<file path="src/rtl/twq_pkg.sv">
package twq_pkg;

  localparam int DEPTH   = 16;
  localparam int ID_BITS = 8;
  localparam int WAIT_W  = 16;
  localparam int PTR_W   = (DEPTH > 1) ? $clog2(DEPTH) : 1;
  localparam int CNT_W   = $clog2(DEPTH + 1);
  localparam int SUM_W   = PTR_W + 2;

  typedef logic [PTR_W-1:0]   ptr_t;
  typedef logic [CNT_W-1:0]   cnt_t;
  typedef logic [ID_BITS-1:0] id_t;
  typedef logic [WAIT_W-1:0]  ticks_t;

  typedef struct packed {
    id_t    tid;
    ticks_t ticks;
  } entry_t;

  localparam int ENTRY_W = $bits(entry_t);

  typedef enum logic [1:0] {
    REQ_BLOCK   = 2'd0,
    REQ_RELEASE = 2'd1,
    REQ_TICK    = 2'd2
  } req_e;

  typedef enum logic [2:0] {
    STAT_BLOCKED  = 3'd0,
    STAT_FULL     = 3'd1,
    STAT_RELEASED = 3'd2,
    STAT_EMPTY    = 3'd3,
    STAT_TIMEOUT  = 3'd4,
    STAT_NONE     = 3'd5
  } status_e;

  typedef enum logic [1:0] {
    ST_IDLE,
    ST_REL,
    ST_TICK,
    ST_FLUSH
  } state_e;

  // ring address: head plus offset, wrapped at DEPTH
  function automatic ptr_t ptr_add(input ptr_t head, input cnt_t idx);
    logic [SUM_W-1:0] sum;
    sum = SUM_W'(head) + SUM_W'(idx);
    if (sum >= SUM_W'(DEPTH)) begin
      sum = sum - SUM_W'(DEPTH);
    end
    return PTR_W'(sum);
  endfunction

endpackage

</file>
<file path="src/rtl/twq_if.sv">
interface twq_in_if;
  logic        valid;
  logic        ready;
  logic [1:0]  req_type;
  logic [7:0]  thread_id;
  logic [15:0] wait_ticks;

  modport source (output valid, req_type, thread_id, wait_ticks, input ready);
  modport sink   (input valid, req_type, thread_id, wait_ticks, output ready);
endinterface

interface twq_out_if;
  logic       valid;
  logic       ready;
  logic [2:0] status;
  logic [7:0] released_id;
  logic [4:0] blocked_count;
  logic       last_of_run;

  modport source (output valid, status, released_id, blocked_count, last_of_run,
                  input ready);
  modport sink   (input valid, status, released_id, blocked_count, last_of_run,
                  output ready);
endinterface

</file>
<file path="src/rtl/twq_ram.sv">
module twq_ram #(
  parameter int DATA_W  = 24,
  parameter int DEPTH_P = 16,
  parameter int ADDR_W  = (DEPTH_P > 1) ? $clog2(DEPTH_P) : 1
) (
  input  logic              clk_i,
  input  logic              we_i,
  input  logic [ADDR_W-1:0] waddr_i,
  input  logic [DATA_W-1:0] wdata_i,
  input  logic              re_i,
  input  logic [ADDR_W-1:0] raddr_i,
  output logic [DATA_W-1:0] rdata_o
);

  logic [DATA_W-1:0] mem [DEPTH_P];
  logic [DATA_W-1:0] rdata_q;

  always_ff @(posedge clk_i) begin
    if (we_i) begin
      mem[waddr_i] <= wdata_i;
    end
  end

  always_ff @(posedge clk_i) begin
    if (re_i) begin
      rdata_q <= mem[raddr_i];
    end
  end

  assign rdata_o = rdata_q;

endmodule

</file>
<file path="src/rtl/timed_wait_queue.sv">
// Block and release-empty: the flush state loads the result beat into the output
// register once free. Release oldest first reads the head entry. Tick: the walk
// reads one entry per cycle, held while an expiry waits on a busy output, from
// the single-read-port entry memory and writes survivors back in order.
// One request in flight; a new one is taken while the last result beat waits.
// Reset clears the queue pointers and control; entry memory is left as is.
module timed_wait_queue (
  input  logic clk_i,
  input  logic rst_ni,
  twq_in_if.sink    in_i,
  twq_out_if.source out_o
);
  import twq_pkg::*;

  state_e  state_q, state_d;
  ptr_t    head_q, head_d;
  cnt_t    count_q, count_d;
  cnt_t    src_q, src_d;
  cnt_t    dst_q, dst_d;
  cnt_t    total_q, total_d;
  logic    pv_q, pv_d;
  logic    held_v_q, held_v_d;
  status_e held_st_q, held_st_d;
  id_t     held_id_q, held_id_d;
  cnt_t    held_cnt_q, held_cnt_d;

  logic    ov_q, ov_d;
  status_e ost_q, ost_d;
  id_t     oid_q, oid_d;
  cnt_t    ocnt_q, ocnt_d;
  logic    olast_q, olast_d;

  logic    we, re;
  ptr_t    waddr, raddr;
  entry_t  wdata, rdata;

  logic    out_free, expire, stall;
  logic    push, push_last;
  status_e push_st;
  id_t     push_id;
  cnt_t    push_cnt;

  twq_ram #(
    .DATA_W (ENTRY_W),
    .DEPTH_P(DEPTH)
  ) u_ram (
    .clk_i  (clk_i),
    .we_i   (we),
    .waddr_i(waddr),
    .wdata_i(wdata),
    .re_i   (re),
    .raddr_i(raddr),
    .rdata_o(rdata)
  );

  assign out_free = !ov_q || out_o.ready;
  assign expire   = pv_q && (rdata.ticks == WAIT_W'(1));
  assign stall    = expire && held_v_q && !out_free;

  always_comb begin
    state_d    = state_q;
    head_d     = head_q;
    count_d    = count_q;
    src_d      = src_q;
    dst_d      = dst_q;
    total_d    = total_q;
    pv_d       = pv_q;
    held_v_d   = held_v_q;
    held_st_d  = held_st_q;
    held_id_d  = held_id_q;
    held_cnt_d = held_cnt_q;
    we         = 1'b0;
    waddr      = ptr_add(head_q, count_q);
    wdata      = '0;
    re         = 1'b0;
    raddr      = head_q;
    push       = 1'b0;
    push_last  = 1'b0;
    push_st    = held_st_q;
    push_id    = held_id_q;
    push_cnt   = held_cnt_q;
    in_i.ready = (state_q == ST_IDLE);

    unique case (state_q)
      ST_IDLE: begin
        if (in_i.valid) begin
          unique case (in_i.req_type)
            REQ_BLOCK: begin
              held_v_d  = 1'b1;
              held_id_d = '0;
              state_d   = ST_FLUSH;
              if (count_q == CNT_W'(DEPTH)) begin
                held_st_d  = STAT_FULL;
                held_cnt_d = count_q;
              end else begin
                we          = 1'b1;
                wdata.tid   = ID_BITS'(in_i.thread_id);
                wdata.ticks = in_i.wait_ticks;
                count_d     = count_q + CNT_W'(1);
                held_st_d   = STAT_BLOCKED;
                held_cnt_d  = count_q + CNT_W'(1);
              end
            end
            REQ_RELEASE: begin
              held_v_d = 1'b1;
              if (count_q == '0) begin
                held_st_d  = STAT_EMPTY;
                held_id_d  = '0;
                held_cnt_d = '0;
                state_d    = ST_FLUSH;
              end else begin
                re         = 1'b1;
                raddr      = head_q;
                head_d     = ptr_add(head_q, CNT_W'(1));
                count_d    = count_q - CNT_W'(1);
                held_st_d  = STAT_RELEASED;
                held_cnt_d = count_q - CNT_W'(1);
                state_d    = ST_REL;
              end
            end
            REQ_TICK: begin
              src_d    = '0;
              dst_d    = '0;
              total_d  = count_q;
              pv_d     = 1'b0;
              held_v_d = 1'b0;
              state_d  = ST_TICK;
            end
            default: ;
          endcase
        end
      end

      ST_REL: begin
        held_id_d = rdata.tid;
        state_d   = ST_FLUSH;
      end

      ST_TICK: begin
        if (!stall) begin
          if (src_q != total_q) begin
            re    = 1'b1;
            raddr = ptr_add(head_q, src_q);
            src_d = src_q + CNT_W'(1);
            pv_d  = 1'b1;
          end else begin
            pv_d    = 1'b0;
            state_d = ST_FLUSH;
          end
          if (pv_q) begin
            if (expire) begin
              // previous expiry is not the last one: send it on
              push       = held_v_q;
              held_v_d   = 1'b1;
              held_st_d  = STAT_TIMEOUT;
              held_id_d  = rdata.tid;
              held_cnt_d = count_q - CNT_W'(1);
              count_d    = count_q - CNT_W'(1);
            end else begin
              we          = 1'b1;
              waddr       = ptr_add(head_q, dst_q);
              wdata.tid   = rdata.tid;
              wdata.ticks = (rdata.ticks == '0) ? '0 : rdata.ticks - WAIT_W'(1);
              dst_d       = dst_q + CNT_W'(1);
            end
          end
        end
      end

      ST_FLUSH: begin
        if (out_free) begin
          push      = 1'b1;
          push_last = 1'b1;
          if (!held_v_q) begin
            push_st  = STAT_NONE;
            push_id  = '0;
            push_cnt = count_q;
          end
          held_v_d = 1'b0;
          state_d  = ST_IDLE;
        end
      end

      default: state_d = ST_IDLE;
    endcase
  end

  always_comb begin
    ov_d    = ov_q;
    ost_d   = ost_q;
    oid_d   = oid_q;
    ocnt_d  = ocnt_q;
    olast_d = olast_q;
    if (push) begin
      ov_d    = 1'b1;
      ost_d   = push_st;
      oid_d   = push_id;
      ocnt_d  = push_cnt;
      olast_d = push_last;
    end else if (out_o.ready) begin
      ov_d = 1'b0;
    end
  end

  always_ff @(posedge clk_i or negedge rst_ni) begin
    if (!rst_ni) begin
      state_q  <= ST_IDLE;
      head_q   <= '0;
      count_q  <= '0;
      src_q    <= '0;
      dst_q    <= '0;
      total_q  <= '0;
      pv_q     <= 1'b0;
      held_v_q <= 1'b0;
      ov_q     <= 1'b0;
    end else begin
      state_q  <= state_d;
      head_q   <= head_d;
      count_q  <= count_d;
      src_q    <= src_d;
      dst_q    <= dst_d;
      total_q  <= total_d;
      pv_q     <= pv_d;
      held_v_q <= held_v_d;
      ov_q     <= ov_d;
    end
  end

  always_ff @(posedge clk_i) begin
    held_st_q  <= held_st_d;
    held_id_q  <= held_id_d;
    held_cnt_q <= held_cnt_d;
    ost_q      <= ost_d;
    oid_q      <= oid_d;
    ocnt_q     <= ocnt_d;
    olast_q    <= olast_d;
  end

  assign out_o.valid         = ov_q;
  assign out_o.status        = ost_q;
  assign out_o.released_id   = 8'(oid_q);
  assign out_o.blocked_count = 5'(ocnt_q);
  assign out_o.last_of_run   = olast_q;

  a_count_bound: assert property (@(posedge clk_i) disable iff (!rst_ni)
    count_q <= CNT_W'(DEPTH))
    else $error("queue count above depth");

  a_walk_order: assert property (@(posedge clk_i) disable iff (!rst_ni)
    (state_q == ST_TICK) |-> (dst_q <= src_q && src_q <= total_q))
    else $error("tick walk write index passed read index");

  a_walk_count: assert property (@(posedge clk_i) disable iff (!rst_ni)
    (state_q == ST_FLUSH && $past(state_q) == ST_TICK) |-> (count_q == dst_q))
    else $error("count after tick differs from survivors");

  a_push_free: assert property (@(posedge clk_i) disable iff (!rst_ni)
    push |-> out_free)
    else $error("result beat overwrote a pending beat");

endmodule
</file>
<file path="src/flat_wrapper.sv">
// flat-port wrapper written by rule: the top's interface ports become plain ports
module timed_wait_queue_flat import twq_pkg::*;
  (clk_i, rst_ni, in_i_valid, in_i_req_type, in_i_thread_id, in_i_wait_ticks, in_i_ready, out_o_valid, out_o_status, out_o_released_id, out_o_blocked_count, out_o_last_of_run, out_o_ready);
  twq_in_if in_i_i ();
  twq_out_if out_o_i ();
  input  logic clk_i;
  input  logic rst_ni;
  input wire logic [$bits(in_i_i.valid)-1:0] in_i_valid;
  input wire logic [$bits(in_i_i.req_type)-1:0] in_i_req_type;
  input wire logic [$bits(in_i_i.thread_id)-1:0] in_i_thread_id;
  input wire logic [$bits(in_i_i.wait_ticks)-1:0] in_i_wait_ticks;
  output wire logic [$bits(in_i_i.ready)-1:0] in_i_ready;
  output wire logic [$bits(out_o_i.valid)-1:0] out_o_valid;
  output wire logic [$bits(out_o_i.status)-1:0] out_o_status;
  output wire logic [$bits(out_o_i.released_id)-1:0] out_o_released_id;
  output wire logic [$bits(out_o_i.blocked_count)-1:0] out_o_blocked_count;
  output wire logic [$bits(out_o_i.last_of_run)-1:0] out_o_last_of_run;
  input wire logic [$bits(out_o_i.ready)-1:0] out_o_ready;
  assign in_i_i.valid = in_i_valid;
  assign in_i_i.req_type = in_i_req_type;
  assign in_i_i.thread_id = in_i_thread_id;
  assign in_i_i.wait_ticks = in_i_wait_ticks;
  assign in_i_ready = in_i_i.ready;
  assign out_o_valid = out_o_i.valid;
  assign out_o_status = out_o_i.status;
  assign out_o_released_id = out_o_i.released_id;
  assign out_o_blocked_count = out_o_i.blocked_count;
  assign out_o_last_of_run = out_o_i.last_of_run;
  assign out_o_i.ready = out_o_ready;
  timed_wait_queue u_core (.clk_i(clk_i), .rst_ni(rst_ni), .in_i(in_i_i), .out_o(out_o_i));
endmodule
</file>
<file path="config.mk">
export PLATFORM = sky130hd
export DESIGN_NAME = timed_wait_queue_flat
export DESIGN_NICKNAME = d
export VERILOG_FILES = /design/src/rtl/twq_pkg.sv /design/src/rtl/twq_if.sv /design/src/rtl/twq_ram.sv /design/src/rtl/timed_wait_queue.sv /design/src/flat_wrapper.sv
export SDC_FILE = /design/constraint.sdc
export NUM_CORES = 1
export LEC_CHECK = 0
export ABC_AREA = 1
export ABC_CLOCK_PERIOD_IN_PS = 3100
export BUFFER_PORTS_ARGS = -buffer_cell sky130_fd_sc_hd__buf_2
export CORE_ASPECT_RATIO = 1.1
export CORE_UTILIZATION = 36
export DETAILED_ROUTE_END_ITERATION = 10
export PLACE_DENSITY = 0.5
export SETUP_SLACK_MARGIN = 0.4
export SLEW_MARGIN = 15
export SYNTH_ARGS = -nofsm -noshare
export SYNTH_HDL_FRONTEND = slang
export SYNTH_SLANG_ARGS = --single-unit
</file>
<file path="constraint.sdc">
create_clock -name clk_i -period 3.1 [get_ports clk_i]
set_input_delay 0 -clock clk_i [delete_from_list [all_inputs] [get_ports clk_i]]
set_output_delay 0 -clock clk_i [all_outputs]
set_load 0.1 [all_outputs]
</file>
**After elaboration in Yosys (flattened, before gate mapping)**

Memories as Yosys holds them, arrays and structs flattened. A register that Yosys moved wholly into a read port is not among the register bits.
Cells that the tools add are included.

- Reductions and logical operators: 25
- Add/sub/neg operators: 13
- Mux-type cells: 104
- Bitwise gates (word level): 1
- $lt $le $gt $ge: 4
- Eq/ne operators: 22

Operators by type and width:

| cell | number |
|---|---|
| $mux 24 | 6 |
| $mux 5 | 18 |
| $mux 8 | 8 |
| $pmux 5 s2 | 6 |
| $pmux 24 s2 | 1 |
| $mux 4 | 11 |
| $mux 1 | 29 |
| $pmux 8 s3 | 1 |
| $mux 3 | 7 |
| $reduce_and 7->1 | 3 |
| $add 4x5->6 | 3 |
| $ge 6x5->1 const B | 3 |
| $eq 16x1->1 const B | 1 |
| $logic_not 16->1 | 1 |
| $mux 16 | 1 |
| $pmux 8 s2 | 1 |
| $sub 16x1->16 const B | 1 |
| $sub 4x1->4 const B | 4 |
| $add 5x1->5 const B | 3 |
| $pmux 3 s2 | 2 |
| $reduce_and 6->1 | 2 |
| $mux 2 | 5 |
| $ne 2x1->1 const B | 5 |
| $pmux 1 s2 | 5 |
| other kinds (27) | 42 |

- Logic and storage cells: 186
- Input port bits: 30
- Memories: 1
- Output and inout bits: 19
- Flip-flop bits (word level): 62
- Bits in writable memories: 384

Memories:

| name | depth | bits a word | rd ports | clocked after memory_dff | wr ports | RTL line | source |
|---|---|---|---|---|---|---|---|
| u_core.u_ram.mem | 16 | 24 | 1 | 1 | 1 | twq_ram.sv:15 | `logic [DATA_W-1:0] mem [DEPTH_P];` |

**Longest topological paths before layout**

Gate-level depths: netlist of the first run.

- Word-level depth: 8
- Depth in mapped cells: 18
- Gate-level depth less buffers: 16

**By module**

A second synthesis of the first run with hierarchy kept.

- Cell total of the unflattened synthesis: 2157
- Area, all modules: 21598.2 um^2

Modules (own cells, without submodules):

| module | area an instance (um^2) | instances | cells an instance |
|---|---|---|---|
| twq_ram | 17191.5 | 1 | 1597 |
| timed_wait_queue | 4406.7 | 1 | 560 |

**Worst setup path before layout of the first run**

OpenSTA, ideal clock, no wires.

- Kind: register to register
- From: register u_core.state_q[0]
- To: memory u_core.u_ram.mem[12][0] (enable)
- Data arrival time: 3.154 ns
- Clock period less this slack: 3.559 ns
- Path buffers: 0
- Stages on the path, launching flop included: 11
- Path slack: -0.459 ns
- Setup time: 0.405 ns
- Path through: dfrtp_1 -> inv_1 -> ha_1 -> nand2_1 -> inv_1 -> nand3_1 -> nand2_1 -> inv_1 -> a21oi_1 -> nand2_1 -> nor2_1

- Longest elaborated chain between the ends: 4

Ends and longest elaborated chain:

| item | RTL line | source |
|---|---|---|
| start, declared | timed_wait_queue.sv:15 | `state_e state_q, state_d;` |
| start signal, assigned | timed_wait_queue.sv:217 | `state_q <= state_d;` |
| $logic_not 2->1 | n/a |  |
| via in_i_ready | flat_wrapper.sv:12 | `output wire logic [$bits(in_i_i.ready)-1:0] in_i_ready;` |
| $pmux 1 s2 | timed_wait_queue.sv:84 | `unique case (state_q)` |
| $mux 1 | twq_ram.sv:19 | `if (we_i) begin` |
| $mux 1 (implied by the code) | twq_ram.sv:20 | `mem[waddr_i] <= wdata_i;` |
| end, declared | twq_ram.sv:15 |  |

The timed path passes the listed nets, and every way through them passes these cells.

**Final worst setup path of the first run**

- From: register u_core.u_ram.rdata_q[1] (netlist: u_core.u_ram.rdata_o[1]), read port of u_core.u_ram.mem
- To: register u_core.u_ram.rdata_q[8] (netlist: u_core.u_ram.rdata_o[8]), read port of u_core.u_ram.mem, data pin

- Longest elaborated chain between the ends: 6

Ends and longest elaborated chain:

| item | RTL line | source |
|---|---|---|
| start, declared | twq_ram.sv:16 | `logic [DATA_W-1:0] rdata_q;` |
| $eq 16x1->1 (*) | timed_wait_queue.sv:57 | `assign expire = pv_q && (rdata.ticks == WAIT_W'(1));` |
| $logic_and 1x1->1 (*) | timed_wait_queue.sv:57 |  |
| $logic_and 1x1->1 (*) (2 in a row) | timed_wait_queue.sv:58 | `assign stall = expire && held_v_q && !out_free;` |
| $mux 1 / $mux 4 (equally long branches) | timed_wait_queue.sv:140 | `if (!stall) begin` |
| $pmux 1 s2 / $mux 4 (equally long branches) | n/a |  |

Every way passes the cells marked *; elsewhere a longest branch is shown, timed or not.
A chain may end at the register's enable or synchronous reset.

==> results of run 1 <==
-- final cells by class --
type	count	area, um^2
tap	760	950.9
antenna	1	2.502
clock buffer	72	1365
clock inverter	18	185.2
multi-input combinational	1219	6660
fill	5417	31680
sequential	469	13950
timing repair buffer	237	2912
inverter	218	825.8
-- flip-flops by register name, indices dropped and copies added (netlist names), 2 cells and up --
name,count
u_core.head_q,4
u_core.count_q,5
u_core.u_ram.mem,384
u_core.held_st_q,3
u_core.src_q,5
u_core.dst_q,4
u_core.total_q,5
u_core.held_id_q,8
u_core.out_o.status,3
u_core.u_ram.rdata_o,24
u_core.out_o.blocked_count,5
u_core.out_o.released_id,8
u_core.state_q,2
u_core.held_cnt_q,5
-- timing repair --
action	CTS	global route
resized for setup	53	117
hold buffers	14	0
endpoints found under the setup margin	408	426
hold endpoints to repair	152	0
gates cloned	12	25
pin swaps	8	36
setup buffers	18	28
-- cell usage after synthesis, drive strengths merged, types with 2 or more instances --
cell / number / share of area
nand2: 522 / 0.093
edfxtp: 441 / 0.62
nand3: 390 / 0.092
inv: 218 / 0.038
buf: 87 / 0.022
nand3b: 74 / 0.026
nor2: 66 / 0.013
o21ai: 46 / 0.011
dfrtp: 28 / 0.033
ha: 25 / 0.015
xor2: 22 / 0.0094
clkbuf: 21 / 0.0038
a21oi: 19 / 0.0045
o22ai: 17 / 0.0050
xnor2: 9 / 0.0037
nand4: 5 / 0.0015
nor3: 5 / 0.0012
a31oi: 3 / 0.0012
fa: 3 / 0.0028
nor4: 3 / 0.00088
mux2i: 2 / 0.00094
-- how the worst min path moves through the flow --
stage	end	slack, ns	depth (start not counted)
after global routing	u_core.u_ram.mem[6][2]	0.04	4
after detailed placement	u_core.state_q[1]	0.09	1
after global placement	u_core.out_o.valid	0.09	1
final	u_core.u_ram.mem[4][2]	0.02	4
after CTS	u_core.u_ram.mem[13][2]	0.008	4
after floorplan	u_core.count_q[0]	-0.30	0
-- logic make-up after synthesis --
logic type,synth area share
flip-flops,0.6535
AO/OA/AOI/OAI,0.02310
buffers and inverters,0.06450
adder cells (fa/ha/maj),0.01747
multiplexers,0.0009382
AND/OR/NAND/NOR,0.2275
XOR/XNOR,0.01308
-- per-layer routing --
| layer | global-route usage | share of wire | vias to the layer above |
|---|---|---|---|
| met5 | 0 | 0.00014 | - |
| met4 | 0.05682 | 0.021 | 2 |
| met3 | 0.02183 | 0.054 | 75 |
| met2 | 0.3337 | 0.48 | 475 |
| met1 | 0.2869 | 0.44 | 7616 |
| li1 | - | - | 7238 |
-- report_power, final --
| part | total [W] | switching (W) | internal [W] |
|---|---|---|---|
| registers | 0.00888 | 0.000468 | 0.00841 |
| clock network | 0.00582 | 0.00251 | 0.00331 |
| logic | 0.0186 | 0.0116 | 0.00700 |
| total | 0.0333 | 0.0146 | 0.0187 |
-- critical path: cells and delay by family (launching register included) --
family | cells | cell delay [ns]
flip-flops | 1 | 0.42
adder cells (fa/ha/maj) | 1 | 0.16
AO/OA/AOI/OAI | 1 | 0.13
AND/OR/NAND/NOR | 10 | 1.08
buffers and inverters | 4 | 0.77
-- through the flow --
step | setup WS [ns] | total power, W | instances | utilization | cell area, um^2
6_report | 0.3803 | 0.03334 | 2994 | 0.4588 | 26850
3_3_place_gp | 0.1727 | 0.02272 | 2806 | 0.3957 | 23160
4_1_cts | 0.3532 | 0.03049 | 2940 | 0.4367 | 25560
2_1_floorplan | 0.2258 | 0.01821 | 2011 | - | 21390
3_5_place_dp | 0.1347 | 0.02277 | 2806 | 0.3957 | 23160
5_1_grt | 0.2482 | 0.03518 | 2993 | 0.4587 | 26850
==> results.yml, run 1 <==
finish:
  drive_gt1_frac: 0.1899
  final_common_cell: "nand2_1"
  area_growth_pct: 25.84
  nets: 2253
  final_cell_mix: "nand2_1, edfxtp_1, nand3_1"
floorplan:
  die_area_mm2: 0.06025
  coreArea_mm2: 0.05853
  std_cell_rows: 93
  initial_core_util: 0.3646
  io_pins: 49
  die_w_um: 234.1
  die_y_um: 257.3
sta:
  worst_slew_margin_rel: 0.5950
  setup_viol: 0
  hold_ws_ns: 0.02150
  fmax_ghz: 0.3677
  fin_crit_ns: 2.720
  fin_crit_sh: 0.8773
  finalHoldViolCount: 0
  tns_ns: 0
  rsz0062_at_grt: "yes"
  worst_pin_slew_ns: 0.6061
  finalMaxSlewViolations: 0
  finClkSkew_ns: 0.03335
hold_path:
  min-delay-start: "in_i_wait_ticks[2]"
  min_path_type: "in -> reg"
setup_path:
  crit_chain: "inv_2 -> ha_2 -> nand2_2 -> nor2_4 -> nand2_4 -> nor2_4 -> nand3_4 -> buf_12 -> nand2_4 -> nand2_1 -> o21ai_4 -> clkinv_4 -> clkbuf_16 -> nand3_1 -> nand3_1 -> nand2_1"
  required_ns: 3.58
  crit_start: "u_core.u_ram.rdata_o[1]"
  end_kind: "flip-flop"
  reg2regPathDepth: 16
  worst_path_max_delay_cell: "edfxtp_1"
  worstPathArrival_ns: 3.20
  r2r_end: "u_core.u_ram.rdata_o[8]"
  cp_max_fo: 10
  ff2ff_setup_slack_ns: 0.38
  startpoint_type: "flip-flop"
  crit_end: "u_core.u_ram.rdata_o[8]"
  timing.rr.start: "u_core.u_ram.rdata_o[1]"
  path_class: "reg -> reg"
  cpPeakStageDelay_ns: 0.42
logic_synthesis:
  netlist_instances: 2011
  synthArstFlopShare: 0.05970
  synth_fp_nets: 2069
  synth-edff-count: 441
  synth_area_mm2: 0.02134
  synth.avg_cell_area_um2: 10.61
  yosysSeqAreaShare: 0.6535
  synthFlopType: "edfxtp_1"
  synth_cell_types: 40
  ys_warn_count: 0
  synth-seq-cells: 469
drt:
  vias_per_cell: 5.146
  drtIter0Drc: 1438
  wl_per_cell_um: 21.77
  finalWirelength_um: 65170
  drc_errors: 16
  firstDrtPassIters: 8
  vias: 15410
  antenna_left: 0
clocking:
  htreeDepth: 2
  cts_buffer_depth: 3
  cts_sinks: 469
  clock_latency_ns: 0.61
  numCtsBuffers: 50
  cts-root-buf: "clkbuf_16"
  clk_pin_slew_ns: 0.06
  cts_tree: "yes"
status:
  status: "finished, violations left"
  violations: "design-rule violations"
global_route:
  grt_pass1_wl_um: 92160
  grt.total_usage: 0.2045
  grt_pass1_vias: 14510
  antenna_found_initial: 1
  grt_max_degree: 92
  grt_overflow: 0
power_and_ir_drop:
  irDropWorstVdd_uv: 1191
  p_leak_nw: 10.96
  power_density_mw_per_mm2: 1242
placed_design:
  numPortBuffers: 48
  post-dp-hpwl_um: 34400
  gp_congestion: 0.8225
job:
  drv_cap: 0
Power figures use the tool's default switching activity.
==> run 2, diff against run 1 <==
--- a/config.mk
+++ b/config.mk
@@ -10,6 +10,7 @@
 export BUFFER_PORTS_ARGS = -buffer_cell sky130_fd_sc_hd__buf_2
 export CORE_ASPECT_RATIO = 1.1
 export CORE_UTILIZATION = 36
+export CTS_BUF_LIST = sky130_fd_sc_hd__clkbuf_16
 export DETAILED_ROUTE_END_ITERATION = 10
 export PLACE_DENSITY = 0.5
 export SETUP_SLACK_MARGIN = 0.4
==> run 2 against run 1 <==
Net effect:
- the flow still finishes with violations (design-rule violations)
- first-iteration DRC count decreased by 3.6%
- combinational power about the same
- routed wire length down 0.11%
==> results.yml, run 2 (same netlist as run 1, synthesis figures left out) <==
clocking:
  cts_tree: "yes"
  cts_buffer_depth: 3
  cts_sinks: 469
  htreeDepth: 2
  clock_latency_ns: 0.61
  cts-root-buf: "clkbuf_16"
  numCtsBuffers: 50
  clk_pin_slew_ns: 0.06
global_route:
  grt_pass1_vias: 14510
  grt_pass1_wl_um: 92150
  grt_overflow: 0
  antenna_found_initial: 1
  grt_max_degree: 92
  grt.total_usage: 0.2044
job:
  drv_cap: 0
sta:
  finClkSkew_ns: 0.03429
  worst_slew_margin_rel: 0.5968
  finalMaxSlewViolations: 0
  worst_pin_slew_ns: 0.6034
  layout_setup_ws_ns: 0.3880
  fin_crit_ns: 2.712
  fin_crit_sh: 0.8748
  tns_ns: 0
  rsz0062_at_grt: "yes"
  setup_viol: 0
  finalHoldViolCount: 0
  fmax_ghz: 0.3687
finish:
  area_growth_pct: 25.79
  max_flop_register: "u_core.u_ram.mem"
  multi_input_area_mm2: 0.006660
  fill_cells: 5418
  largest_reg_flops: 384
  drive_gt1_frac: 0.1894
  final_cell_mix: "nand2_1, edfxtp_1, nand3_1"
  final_common_cell: "nand2_1"
  nets: 2253
  area.sequential_mm2: 0.01395
floorplan:
  std_cell_rows: 93
  die_area_mm2: 0.06025
  io_pins: 49
  coreArea_mm2: 0.05853
  initial_core_util: 0.3646
  die_w_um: 234.1
  die_y_um: 257.3
power_and_ir_drop:
  p_comb_frac: 0.560
  p_sw_w: 0.01460
  clkPwrFrac: 0.172
  switching_share: 0.4393
  irDropWorstVdd_uv: 1200
  p_int_w: 0.01863
  power_frac_seq: 0.267
  power_density_mw_per_mm2: 1238
  p_leak_nw: 11.04
drt:
  wl_per_cell_um: 21.74
  finalWirelength_um: 65100
  vias_per_cell: 5.129
  vias: 15360
  antenna_left: 0
  firstDrtPassIters: 8
  drtIter0Drc: 1386
  drc_errors: 16
status:
  violations: "design-rule violations"
  status: "finished, violations left"
setup_path:
  reg2regPathDepth: 16
  startpoint_type: "flip-flop"
  timing.rr.start: "u_core.u_ram.rdata_o[1]"
  r2r_end: "u_core.u_ram.rdata_o[8]"
  worstPathArrival_ns: 3.19
  path_class: "reg -> reg"
  crit_end: "u_core.u_ram.rdata_o[8]"
  end_kind: "flip-flop"
  cp_max_fo: 10
  crit_start: "u_core.u_ram.rdata_o[1]"
  required_ns: 3.58
  ff2ff_setup_slack_ns: 0.39
hold_path:
  min-delay-start: "in_i_wait_ticks[2]"
  min_path_type: "in -> reg"
placed_design:
  post-dp-hpwl_um: 34400
  gp_congestion: 0.8225
  dpl_worst_slack_ns: 0.1347
  numPortBuffers: 48
-- run 2: worst min path at each step --
stage / slack, ns / to / depth (start not counted)
floorplan: -0.30 / u_core.count_q[0] / 0
global placement: 0.09 / u_core.out_o.valid / 1
detailed placement: 0.09 / u_core.state_q[1] / 1
CTS: 0.008 / u_core.u_ram.mem[13][2] / 4
global route: 0.04 / u_core.u_ram.mem[6][2] / 4
finish: 0.02 / u_core.u_ram.mem[3][2] / 4
-- run 2: worst max-delay path, stage by stage (launching register included) --
cell       delay (ns)
edfxtp_1         0.42
inv_2            0.08
ha_2             0.16
nand2_2          0.06
nor2_4           0.12
nand2_4          0.10
nor2_4           0.14
nand3_4          0.12
buf_12           0.17
nand2_4          0.09
nand2_1          0.10
o21ai_4          0.13
clkinv_4         0.24
clkbuf_16        0.27
nand3_1          0.12
nand3_1          0.13
nand2_1          0.09
-- run 2: final cells by class --
class	instances	area share
Timing Repair Buffer	237	0.1085
Inverter	218	0.03076
Tap cell	760	0.03543
Clock buffer	51	0.04755
Antenna cell	1	0.00009323
Multi-Input combinational cell	1219	0.2481
Sequential cell	469	0.5197
Clock inverter	39	0.009835
-- run 2: per-stage QoR --
| stage | hold WS, ns | util | instance area (um^2) | std cells | power (W) |
|---|---|---|---|---|---|
| 4_1_cts | 0.008222 | 0.4365 | 25550 | 2940 | 0.03040 |
| 3_3_place_gp | 0.08813 | 0.3957 | 23160 | 2806 | 0.02272 |
| 5_1_grt | 0.04220 | 0.4586 | 26840 | 2993 | 0.03507 |
| 6_report | 0.01793 | 0.4586 | 26840 | 2994 | 0.03323 |
| 3_5_place_dp | 0.09230 | 0.3957 | 23160 | 2806 | 0.02277 |
| 2_1_floorplan | -0.2956 | - | 21390 | 2011 | 0.01821 |
-- run 2: repair_timing --
action / 4_1_cts / 5_1_grt
hold buffers: 14 / 0
setup buffers: 18 / 28
resized for setup: 53 / 117
cloned: 12 / 25
endpoints found under the setup margin: 408 / 426
pin swaps: 8 / 36
hold endpoints to repair: 152 / 0
-- run 2: power groups by stage --
stage,Clock (W),Sequential [W],Combinational (W)
floorplan,0,0.00950,0.00871
global placement,0,0.00899,0.0137
detailed placement,0,0.00901,0.0138
CTS,0.00585,0.00888,0.0157
global route,0.00609,0.00896,0.0200
finish,0.00573,0.00888,0.0186
-- run 2: layer usage --
metal  share of wire  global-route usage  up-vias  routed length, um
met3           0.054             0.02183       73               3491
met2            0.48              0.3337      458              31070
met1            0.45              0.2868     7591              29130
met5         0.00014                   0        -                  9
met4           0.021             0.05682        2               1399
li1                -                   -     7233                  -
==> run 3, diff against run 2 <==
--- a/config.mk
+++ b/config.mk
@@ -17,4 +17,5 @@
 export SLEW_MARGIN = 15
 export SYNTH_ARGS = -nofsm -noshare
 export SYNTH_HDL_FRONTEND = slang
+export SYNTH_HIERARCHICAL = 1
 export SYNTH_SLANG_ARGS = --single-unit
==> run 3 against run 2 <==
Net effect:
- the run now ends clean
- maximum frequency fell by 4.8%
- routed wire length rose by 4.6%
- core utilization grew 0.41 points
- die area grew 1.2%
- non-clock buffer count fell by 2
- clock skew down 0.012 ns
- register-to-register slack worse by 0.14 ns
- final area grew 1.5%
- cell count rose by 5.3%
- largest cell class unchanged
- via count grew 2.6%
- sequential cell count unchanged
- clock power increased by 4.4%
==> results.yml, run 3 <==
clocking:
  clk_pin_slew_ns: 0.06
  numCtsBuffers: 50
  cts-root-buf: "clkbuf_16"
  htreeDepth: 2
  cts_tree: "yes"
  cts_buffer_depth: 3
  cts_sinks: 469
  clock_latency_ns: 0.60
floorplan:
  io_pins: 49
  die_area_mm2: 0.06098
  coreArea_mm2: 0.05888
  initial_core_util: 0.3668
  std_cell_rows: 93
  die_y_um: 258.9
  die_w_um: 235.5
finish:
  area.sequential_mm2: 0.01394
  max_flop_register: "u_core/u_ram/mem"
  area_growth_pct: 26.13
  drive_gt1_frac: 0.1888
  multi_input_area_mm2: 0.006380
  design_area_mm2: 0.02724
  diodes: 0
  fill_cells: 5478
  final_cell_mix: "nand2_1, edfxtp_1, inv_1"
  nets: 2412
  largest_reg_flops: 384
  final_common_cell: "nand2_1"
hold_path:
  holdPathEnd: "u_core/u_ram/mem[1][1]"
  min_path_type: "in -> reg"
  min-delay-start: "in_i_wait_ticks[1]"
  whs_path_depth: 4
logic_synthesis:
  synthFlopType: "edfxtp_1"
  yosys-top-cells-count: "nand2_1, edfxtp_1, inv_1"
  synth-seq-cells: 469
  ys_warn_count: 6
  netlist_top_cells_area: "edfxtp_1, nand2_1, nand3_1, inv_1, dfrtp_1"
  synth-edff-count: 441
  netlist_instances: 2157
  synth_most_common_cell: "nand2_1"
  synth_area_mm2: 0.02160
  yosysTopAreaCellShare: 0.6131
  synth_cell_types: 44
  synth.avg_cell_area_um2: 10.01
  yosysTopAreaCell: "edfxtp_1"
  synth_fp_nets: 2215
  synthArstFlopShare: 0.05970
  yosysSeqAreaShare: 0.6456
drt:
  wl_per_cell_um: 21.60
  met1_length_um: 28440
  vias_per_cell: 4.995
  vias: 15750
  antenna_left: 0
  drtIter0Drc: 1488
  wl_met2_um: 33540
  finalWirelength_um: 68110
  top_layer: "met4"
  wl_met3_um: 4068
  firstDrtPassIters: 5
  drc_errors: 0
setup_path:
  end_kind: "flip-flop"
  path_buf_inv: 4
  worstPathArrival_ns: 3.18
  r2r_end: "u_core/u_ram/rdata_o[13]"
  critPathMostFrequentCell: "nand2_1"
  timing.rr.start: "u_core/u_ram/rdata_o[8]"
  crit_family: "simple AND/OR/NAND/NOR gates"
  required_ns: 3.43
  reg2regPathDepth: 18
  worst_path_max_delay_cell: "edfxtp_1"
  cp_max_fo: 8
  cpPeakStageDelay_ns: 0.48
  path_class: "reg -> reg"
  startpoint_type: "flip-flop"
  crit_chain: "nor2_2 -> nand2_2 -> nor2_4 -> nand2_4 -> buf_6 -> nor2_8 -> nand3_4 -> nand2_4 -> o21a_4 -> buf_12 -> clkinv_16 -> clkbuf_16 -> nand2_1 -> nand2_1 -> nand2_1 -> nand3_1 -> nand3_1 -> nand2_1"
  ff2ff_setup_slack_ns: 0.25
placed_design:
  numPortBuffers: 48
  post-dp-hpwl_um: 35680
  placed_area_mm2: 0.02382
  dpl_worst_slack_ns: -0.04270
  gp_congestion: 0.8399
global_route:
  grt.total_usage: 0.2048
  grt_overflow: 0
  grt_pass1_wl_um: 93070
  grt_pass1_vias: 14950
  grt_max_degree: 49
  antenna_found_initial: 0
sta:
  finalMaxSlewViolations: 0
  fin_crit_ns: 2.848
  tns_ns: 0
  rsz0062_at_grt: "yes"
  worst_slew_margin_rel: 0.3859
  finalHoldViolCount: 0
  fin_crit_sh: 0.9187
  setup_viol: 0
  fmax_ghz: 0.3511
  worst_pin_slew_ns: 0.9201
  finClkSkew_ns: 0.02269
  layout_setup_ws_ns: 0.2520
power_and_ir_drop:
  power_frac_seq: 0.267
  p_int_w: 0.01822
  p_sw_w: 0.01389
  power_density_mw_per_mm2: 1179
  p_leak_nw: 11.87
  switching_share: 0.4326
  p_comb_frac: 0.547
  irDropWorstVdd_uv: 699.4
  clkPwrFrac: 0.186
job:
  drv_cap: 0
status:
  status: "complete, no violations"
-- run 3: cell count changes after synthesis, moves of 15 or more --
cell      change
nand2_1     +152
inv_1       +148
nand3_1      -74
nand3b_1     -71
nand4_1      +17
buf_2        -16
o22ai_1      -15
-- run 3: per-layer routing --
metal / vias up / track usage
met5: - / 0
met2: 552 / 0.3557
met1: 7633 / 0.2652
met4: 0 / 0.06463
li1: 7452 / -
met3: 116 / 0.02744
-- run 3: power by group through the flow --
stage	combinational [W]	sequential [W]	clock, W
4_1_cts	0.0143	0.00856	0.00610
3_3_place_gp	0.0127	0.00867	0
3_5_place_dp	0.0128	0.00868	0
2_1_floorplan	0.00787	0.00913	0
5_1_grt	0.0188	0.00864	0.00632
6_report	0.0176	0.00857	0.00598
-- run 3: worst max path at each step --
stage                            startpoint                       end  cells after the start
floorplan                 u_core/state_q[0]   u_core/u_ram/mem[12][0]                      9
global placement    u_core/u_ram/rdata_o[3]  u_core/u_ram/rdata_o[10]                     16
detailed placement  u_core/u_ram/rdata_o[3]  u_core/u_ram/rdata_o[10]                     16
CTS                        u_core/head_q[0]   u_core/u_ram/mem[1][10]                      9
global route        u_core/u_ram/rdata_o[8]  u_core/u_ram/rdata_o[13]                     18
finish              u_core/u_ram/rdata_o[8]  u_core/u_ram/rdata_o[13]                     18
-- run 3: repair_timing --
action | in CTS | in global routing
cloned | 8 | 33
hold buffers | 7 | 0
resized for setup | 50 | 126
setup endpoints to repair | 143 | 407
hold endpoints to repair | 63 | 0
setup buffers | 11 | 8
pin swaps | 20 | 52
-- run 3: kinds of logic (layout without fill, tap and decap cells) --
kind of cell	count (synthesis)	after routing	share of synthesized area
AO/OA/AOI/OAI	78	79	0.02138
XOR/XNOR	29	29	0.01176
adder cells (fa/ha/maj)	28	28	0.01726
buffers and inverters	460	695	0.08620
flip-flops	469	469	0.6456
multiplexers	1	1	0.0004635
AND/OR/NAND/NOR	1092	1093	0.2174
-- run 3: cell type report --
cell class / instances / share of cell area
clock inverter: 41 / 0.01240
timing repair buffer: 235 / 0.1054
timing repair inverter: 3 / 0.002802
inverter: 365 / 0.05153
clock buffer: 51 / 0.04685
multi-input combinational: 1230 / 0.2342
tap: 760 / 0.03491
sequential: 469 / 0.5119
-- run 3: worst min-delay path: stages --
cell and delay, ns:
buf_2 0.10, nand2_1 0.06, o21ai_0 0.08, buf_4 0.22
-- run 3: per-stage QoR --
step	hold WS, ns	total power (W)	utilization	std cells
floorplan	-0.2956	0.01700	-	2157
global placement	0.09186	0.02140	0.4046	2995
detailed placement	0.09748	0.02149	0.4046	2995
CTS	0.004610	0.02898	0.4417	3113
global route	0.03726	0.03375	0.4627	3154
finish	0.02376	0.03212	0.4627	3154
